===== config.mk =====
export PLATFORM = sky130hd
export DESIGN_NAME = spmv_mac
export DESIGN_NICKNAME = d
export VERILOG_FILES = /design/src/design/csr_sparse_matrix_vector_multiply_assert.svh /design/src/design/spmv_pkg.sv /design/src/design/spmv_mac.sv
export SDC_FILE = /design/constraint.sdc
export NUM_CORES = 2
export LEC_CHECK = 0
export ABC_AREA = 1
export ABC_CLOCK_PERIOD_IN_PS = 9400
export BUFFER_PORTS_ARGS = -buffer_cell sky130_fd_sc_hd__clkbuf_2
export CORE_ASPECT_RATIO = 0.7
export CORE_MARGIN = 2
export CORE_UTILIZATION = 35
export CTS_CLUSTER_DIAMETER = 200
export DETAILED_ROUTE_END_ITERATION = 10
export GPL_TIMING_DRIVEN = 0
export SLEW_MARGIN = 20
export SYNTH_ARGS = -nofsm -noshare
export SYNTH_HDL_FRONTEND = slang
export SYNTH_SLANG_ARGS = --single-unit

===== constraint.sdc =====
create_clock -name clock -period 9.4 [get_ports clock]
set_clock_uncertainty 0.1 [all_clocks]
set_input_delay 0.47 -clock clock [delete_from_list [all_inputs] [get_ports clock]]
set_output_delay 0.47 -clock clock [all_outputs]
set_load 0.01 [all_outputs]

===== src/design/csr_sparse_matrix_vector_multiply_assert.svh =====
// ----------------------------------------------------------------------------
// spmv assertion macros
// concurrent checks that compile away when SYNTHESIS is defined
// ----------------------------------------------------------------------------
`ifndef CSR_SPARSE_MATRIX_VECTOR_MULTIPLY_ASSERT_SVH
`define CSR_SPARSE_MATRIX_VECTOR_MULTIPLY_ASSERT_SVH

`ifndef SYNTHESIS

// check with reset as the disable condition
`define SPMV_ASSERT(lbl, clk, rst, prop) \
   lbl: assert property (@(posedge clk) disable iff (rst) prop) \
      else $error("spmv check failed");

// check that also holds across reset
`define SPMV_ASSERT_ALWAYS(lbl, clk, prop) \
   lbl: assert property (@(posedge clk) prop) \
      else $error("spmv check failed");

`else

`define SPMV_ASSERT(lbl, clk, rst, prop)
`define SPMV_ASSERT_ALWAYS(lbl, clk, prop)

`endif

`endif


===== src/design/spmv_pkg.sv =====
// ----------------------------------------------------------------------------
// spmv package
// widths, mode codes and shared types of the csr spmv block
// ----------------------------------------------------------------------------
package spmv_pkg;

   localparam int INDEX_W      = 12;
   localparam int VALUE_W      = 32;
   localparam int ROW_W        = 16;
   localparam int SUM_W        = 64;
   // store depth covers every index code; row counter wraps at 2**ROW_W rows
   localparam int VECTOR_DEPTH = 4096;

   localparam logic [1:0] MODE_LOAD    = 2'd0;
   localparam logic [1:0] MODE_NONZERO = 2'd1;
   localparam logic [1:0] MODE_EMPTY   = 2'd2;

   localparam logic signed [SUM_W-1:0] SUM_MAX = {1'b0, {(SUM_W-1){1'b1}}};
   localparam logic signed [SUM_W-1:0] SUM_MIN = {1'b1, {(SUM_W-1){1'b0}}};

   // per-word control that travels down the mac pipeline
   typedef struct packed {
      logic mul;    // multiply by the stored vector element
      logic acc;    // word touches the accumulator
      logic close;  // word ends the row
   } spmv_op_type;

   typedef struct packed {
      logic [ROW_W-1:0]        row_index;
      logic signed [SUM_W-1:0] row_sum;
      logic                    saturated;
   } spmv_result_type;

endpackage


===== src/design/spmv_mac.sv =====
// ----------------------------------------------------------------------------
// spmv multiply-accumulate
// product stage, saturating row accumulator and result register
// ----------------------------------------------------------------------------
module spmv_mac (
   input  logic                                clock,
   input  logic                                reset,
   input  logic                                pipe_en,
   input  spmv_pkg::spmv_op_type               op_in,
   input  logic signed [spmv_pkg::VALUE_W-1:0] value_in,
   input  logic signed [spmv_pkg::VALUE_W-1:0] vec_rd_data,
   output logic                                res_valid,
   output spmv_pkg::spmv_result_type           res
);
   import spmv_pkg::*;

   spmv_op_type               s1_op_ff, s1_op_in;
   logic signed [VALUE_W-1:0] s1_value_ff, s1_value_in;
   spmv_op_type               s2_op_ff, s2_op_in;
   logic signed [SUM_W-1:0]   prod_ff, prod_in;
   logic signed [SUM_W-1:0]   acc_ff, acc_in;
   logic                      ovf_ff, ovf_in;
   logic [ROW_W-1:0]          row_cnt_ff, row_cnt_in;
   logic                      res_valid_ff, res_valid_in;
   spmv_result_type           res_ff, res_in;

   logic signed [SUM_W-1:0]   mul_full;
   logic signed [SUM_W-1:0]   sum;
   logic signed [SUM_W-1:0]   acc_new;
   logic                      sat_now;
   logic                      ovf_new;

   // exact q32.32 product of two q16.16 values
   assign mul_full = SUM_W'(s1_value_ff) * SUM_W'(vec_rd_data);

   always_comb begin
      s1_op_in    = pipe_en ? op_in : s1_op_ff;
      s1_value_in = pipe_en ? value_in : s1_value_ff;
      s2_op_in    = pipe_en ? s1_op_ff : s2_op_ff;
      prod_in     = prod_ff;
      if (pipe_en) begin
         prod_in = s1_op_ff.mul ? mul_full : '0;
      end
   end

   // signed add with clamp to the 64-bit range
   always_comb begin
      sum     = acc_ff + prod_ff;
      sat_now = (acc_ff[SUM_W-1] == prod_ff[SUM_W-1]) && (sum[SUM_W-1] != acc_ff[SUM_W-1]);
      acc_new = sat_now ? (acc_ff[SUM_W-1] ? SUM_MIN : SUM_MAX) : sum;
      ovf_new = ovf_ff | sat_now;
   end

   always_comb begin
      acc_in       = acc_ff;
      ovf_in       = ovf_ff;
      row_cnt_in   = row_cnt_ff;
      res_valid_in = res_valid_ff;
      res_in       = res_ff;
      if (pipe_en) begin
         res_valid_in = 1'b0;
         if (s2_op_ff.acc) begin
            if (s2_op_ff.close) begin
               res_valid_in     = 1'b1;
               res_in.row_index = row_cnt_ff;
               res_in.row_sum   = acc_new;
               res_in.saturated = ovf_new;
               acc_in           = '0;
               ovf_in           = 1'b0;
               row_cnt_in       = row_cnt_ff + ROW_W'(1);
            end else begin
               acc_in = acc_new;
               ovf_in = ovf_new;
            end
         end
      end
   end

   always_ff @(posedge clock) begin
      if (reset) begin
         s1_op_ff     <= '0;
         s2_op_ff     <= '0;
         acc_ff       <= '0;
         ovf_ff       <= 1'b0;
         row_cnt_ff   <= '0;
         res_valid_ff <= 1'b0;
      end else begin
         s1_op_ff     <= s1_op_in;
         s2_op_ff     <= s2_op_in;
         acc_ff       <= acc_in;
         ovf_ff       <= ovf_in;
         row_cnt_ff   <= row_cnt_in;
         res_valid_ff <= res_valid_in;
      end
   end

   always_ff @(posedge clock) begin
      s1_value_ff <= s1_value_in;
      prod_ff     <= prod_in;
      res_ff      <= res_in;
   end

   assign res_valid = res_valid_ff;
   assign res       = res_ff;

endmodule


# Word level (Yosys, flattened, before mapping)
# Cells that the tools add are included.
[word_totals]
inputBits = 70
wordCells = 29
register_bits = 264
[classes]
mux = 6
addsub = 2
multipliers = 1
n_reduce_logical = 3
n_bitwise = 1
n_eq_ne = 2
[ops]
columns = ["cell", "n"]
rows = [
  ["two-way mux 64 bit", 3],
  ["adder 64 bit", 1],
  ["multiplier 32 x 32 -> 64 bit", 1],
  ["adder 16 x 1 -> 16 bit, second input constant", 1],
  ["two-way mux 1 bit", 3],
  ["AND reduction 3 bit", 1],
  ["AND reduction 2 bit", 1],
  ["equality test 1 bit", 1],
  ["logical AND 1 bit", 1],
  ["!= test 1 bit", 1],
  ["OR 1 bit", 1],
]

# Logic depth before layout (Yosys ltp)
[depth]
ltp_word = 5
mapped_depth = 32

# Least setup slack after synthesis
# OpenSTA, ideal clock, no wires.
[synth_timing]
kind = "reg-to-reg"
start = "reg s1_value_ff[31]"
end = "reg prod_ff[59], data pin"
slack_ns = 1.750
path_stages_with_launch = 28
arrival_time_ns = 7.294
setup_ns = 0.255
n_path_buf = 1
path_cell_list = "edfxtp_1 > clkbuf_1 > nand2_1 > inv_1 > fa_1 > inv_1 > fa_1 > fa_1 > inv_1 > fa_1 > inv_1 > fa_1 > inv_1 > fa_1 > inv_1 > fa_1 > inv_1 > fa_1 > ha_1 > nand2_1 > nor2_1 > inv_1 > nor2_1 > nand2_1 > or2_2 > nand3_1 > and2_1 > nor2_1"
[synth_between]
elab_chain_len = 1
[synth_rtl]
columns = ["item", "line", "rtl"]
rows = [
  ["from (decl)", "spmv_mac.sv:18", "logic signed [VALUE_W-1:0] s1_value_ff, s1_value_in;"],
  ["from (signal assigned)", "spmv_mac.sv:98", "s1_value_ff <= s1_value_in;"],
  ["multiplier 32 x 32 -> 64 bit", "spmv_mac.sv:34", "assign mul_full = SUM_W'(s1_value_ff) * SUM_W'(vec_rd_data);"],
  ["to (signal assigned)", "spmv_mac.sv:99", "prod_ff <= prod_in;"],
  ["to (decl)", "spmv_mac.sv:20", "logic signed [SUM_W-1:0] prod_ff, prod_in;"],
]
# No other way between the ends.
# A chain may end at the register's enable or synchronous reset.

# Final worst setup path
[layout_timing]
start = "reg s1_value_ff[25]"
end = "reg prod_ff[63], data pin"
# Same word-level chain as after synthesis.

==> flow_metrics.py <==
metrics = {
    "routing": {
        "wire_per_inst_um": 23.6,
        "routed_wl_um": 213000,
        "vias": 44901,
        "drt_iter0_drc": 5236,
        "avgViaCountPerCell": 4.96,
        "antenna_left": 0,
        "post-route-drc-count": 0,
        "drt_first_pass_iters": 8,
    },
    "clocking": {
        "numCtsBuffers": 31,
        "clkTransAtPathRegs_ns": 0.06,
        "htreeDepth": 1,
        "clk_latency_ns": 0.68,
        "clockBufferDepth": 3,
        "cts-root-buf": "clkbuf_16",
        "tritoncts": "yes",
        "cts_sinks": 264,
    },
    "logic_synthesis": {
        "syn_area_um2": 53000,
        "ys_seq_area_frac": 0.133,
        "synthSimpleGateAreaFrac": 0.189,
        "syn-num-nets": 8180,
        "synthArstFlopShare": 0,
        "synth_top_area_cell": "fa_1",
        "synth_common_cells": "nand2_1 (1936), inv_1 (1892), fa_1 (1083)",
        "synth-edff-count": 177,
        "synth_seq_cells": 264,
        "yosysTopAreaCellShare": 0.409,
        "synth_ff_type": "edfxtp_1",
        "syn_avg_cell_area_um2": 7.81,
        "synth_fa_ha_area_frac": 0.468,
        "synth_most_common_cell": "nand2_1",
        "synth_compound_area_frac": 0.0484,
        "synthCells": 6779,
        "synthMuxAreaShare": 0,
        "yosys-top-cells-area": "fa_1 (41%), nand2_1 (14%), inv_1 (13%), edfxtp_1 (10%), ha_1 (5.9%)",
        "synth_top_family_by_area": "adder cells",
        "synth_xor_area_frac": 0.00810,
        "synth-warning-count": 0,
        "yosysUniqueCellTypes": 46,
    },
    "grt": {
        "antenna_found_initial": 11,
        "grt_pass1_vias": 44917,
        "grt.overflow.total": 0,
        "grt_pass1_wl_um": 311000,
        "grt_max_degree": 81,
        "grt_util_all_layers": 0.281,
    },
    "critical_path": {
        "cp-end-kind": "flip-flop",
        "crit_slowest_cell": "clkbuf_1",
        "cpPeakStageDelay_ns": 0.94,
        "crit_fanout": 10,
        "cpLargestDelayFamily": "adder cells",
        "startpoint_type": "flip-flop",
        "worstPathCellList": "clkbuf_1 -> nand2_1 -> fa_1 -> inv_1 -> fa_1 -> fa_1 -> inv_1 -> fa_1 -> inv_1 -> fa_1 -> fa_1 -> fa_1 -> fa_1 -> ha_1 -> a21oi_1 -> o21ai_0 -> a21oi_1 -> a21boi_0 -> nand2_1 -> a21oi_1 -> nor2_1 -> nor2_1",
        "cp_num_buf_inv": 4,
        "worstSetupPathType": "reg2reg",
        "crit_arrival_ns": 9.57,
        "cp_data_required_time_ns": 9.73,
        "crit_top_cell": "fa_1",
    },
    "timing": {
        "finalHoldViolCount": 0,
        "slew_violations": 0,
        "finalSetupViolCount": 0,
        "worst_slack_ns": 0.156,
        "max_freq_mhz": 108,
        "tightest_slew_ns": 1.32,
        "min_period_over_period": 0.983,
        "fin_setup_tns_ns": 0,
        "rsz0062_at_grt": "yes",
        "slew_headroom": 0.120,
        "fin_crit_ns": 9.24,
    },
    "placed_design": {
        "pre_cts_slack_ns": -0.428,
        "gp_congestion": 1.05,
        "place_hpwl_um": 184000,
        "port_buffers": 151,
    },
    "flow_run": {
        "cap_violations": 0,
    },
    "final_layout": {
        "syn_to_final_growth_pct": 9.35,
        "layout-drive-gt1-share": 0.0475,
        "nNetsFinal": 8424,
        "utilization": 0.385,
    },
    "outcome": {
        "status": "complete, no violations",
    },
    "floorplan": {
        "start_util": 0.352,
        "ioPinCount": 152,
        "die_h_um": 329,
        "die_x_um": 469,
        "die_area_um2": 154000,
        "fp.coreArea_um2": 150000,
        "rows": 119,
    },
    "hold_path": {
        "hold_class": "in2reg",
    },
}
[per-stage QoR]
stage | hold slack [ns] | std cells | area (um^2)
after floorplan | 0.308 | 6779 | 53000
after global placement | 0.312 | 8926 | 56200
after detailed placement | 0.332 | 8934 | 56400
after CTS | 0.0139 | 9026 | 57700
after global routing | 0.0521 | 9045 | 57900
final | 0.0535 | 9049 | 57900
[final timing paths]
path                    from  slack, ns  cells after the start            end
max          s1_value_ff[25]       0.16                     22    prod_ff[63]
min                    reset       0.05                      4  row_cnt_ff[3]
max reg2reg  s1_value_ff[25]       0.16                     22    prod_ff[63]
min reg2reg   row_cnt_ff[15]       0.36                      0        res[80]
[placed cells by master (no fill, tap or decap), types with 5 or more instances in the layout]
cell / instances
a21boi_0: 7
a21o_1: 11
a21oi_1: 287
a21oi_4: 9
a31oi_1: 13
and2_1: 6
and3_1: 9
buf_1: 6
buf_2: 15
buf_4: 17
buf_6: 7
clkbuf_1: 191
clkbuf_16: 32
clkbuf_2: 185
clkinv_2: 5
dfxtp_1: 87
diode_2: 5
dlygate4sd3_1: 34
edfxtp_1: 177
fa_1: 1080
ha_1: 248
inv_1: 1891
inv_2: 8
nand2_1: 1936
nand2_2: 7
nand3_1: 156
nand3b_1: 6
nand4_1: 29
nor2_1: 309
nor2_2: 7
nor3_1: 34
nor4_1: 9
o21a_1: 22
o21ai_0: 95
o21bai_1: 7
or2_2: 13
xnor2_1: 44
xor2_1: 5
[registers in the layout (all words and copies together) (netlist names)]
signal and cells:
prod_ff 64, s1_op_ff 3, res 81, s1_value_ff 32
ovf_ff 1, row_cnt_ff 16, acc_ff 64, res_valid 1
s2_op_ff 2
[metal layers]
metal | vias up | track usage | routed length, um
li1 | 20030 | - | -
met1 | 22362 | 0.422 | 97100
met2 | 2250 | 0.377 | 81300
met3 | 247 | 0.107 | 29400
met4 | 12 | 0.0579 | 5210
met5 | - | 0 | 81
[worst reg2reg max path: stages, from the launching register on]
cell and delay, ns:
edfxtp_1 0.79, clkbuf_1 0.95, nand2_1 0.20, fa_1 0.58
inv_1 0.05, fa_1 0.47, fa_1 0.58, inv_1 0.07
fa_1 0.48, inv_1 0.05, fa_1 0.48, fa_1 0.50
fa_1 0.56, fa_1 0.43, ha_1 0.37, a21oi_1 0.26
o21ai_0 0.17, a21oi_1 0.37, a21boi_0 0.58, nand2_1 0.32
a21oi_1 0.26, nor2_1 0.07, nor2_1 0.34
[timing repair]
action                                  CTS  global route
endpoints found under the hold margin    34             0
endpoints found under the setup margin   11            13
cloned                                    0             0
gates resized for setup                   2             6
hold buffers                             34             0
buffers inserted                          0            17
pin swaps                                 0             1
[kinds of logic (layout without fill, tap and decap cells)]
| group | Yosys count | in the layout |
|---|---|---|
| buffers and inverters | 2144 | 2413 |
| AO/OA/AOI/OAI | 460 | 460 |
| other | 0 | 5 |
| adder cells (fa/ha/maj) | 1331 | 1331 |
| flip-flops | 264 | 264 |
| XOR/XNOR | 49 | 49 |
| AND/OR/NAND/NOR | 2531 | 2531 |
[area by class of cell]
class	count	area, um^2
Fill cell	15792	92500
Multi-Input combinational cell	4371	37800
Inverter	1902	7140
Sequential cell	264	7060
Tap cell	1996	2500
Timing Repair Buffer	211	1380
Buffer	242	1010
Clock buffer	44	876
Clock inverter	14	124
Antenna cell	5	12.5
Power is left out: the tool's default activity adds up to more than one toggle a clock period on the data nets, which glitch-free logic cannot reach.
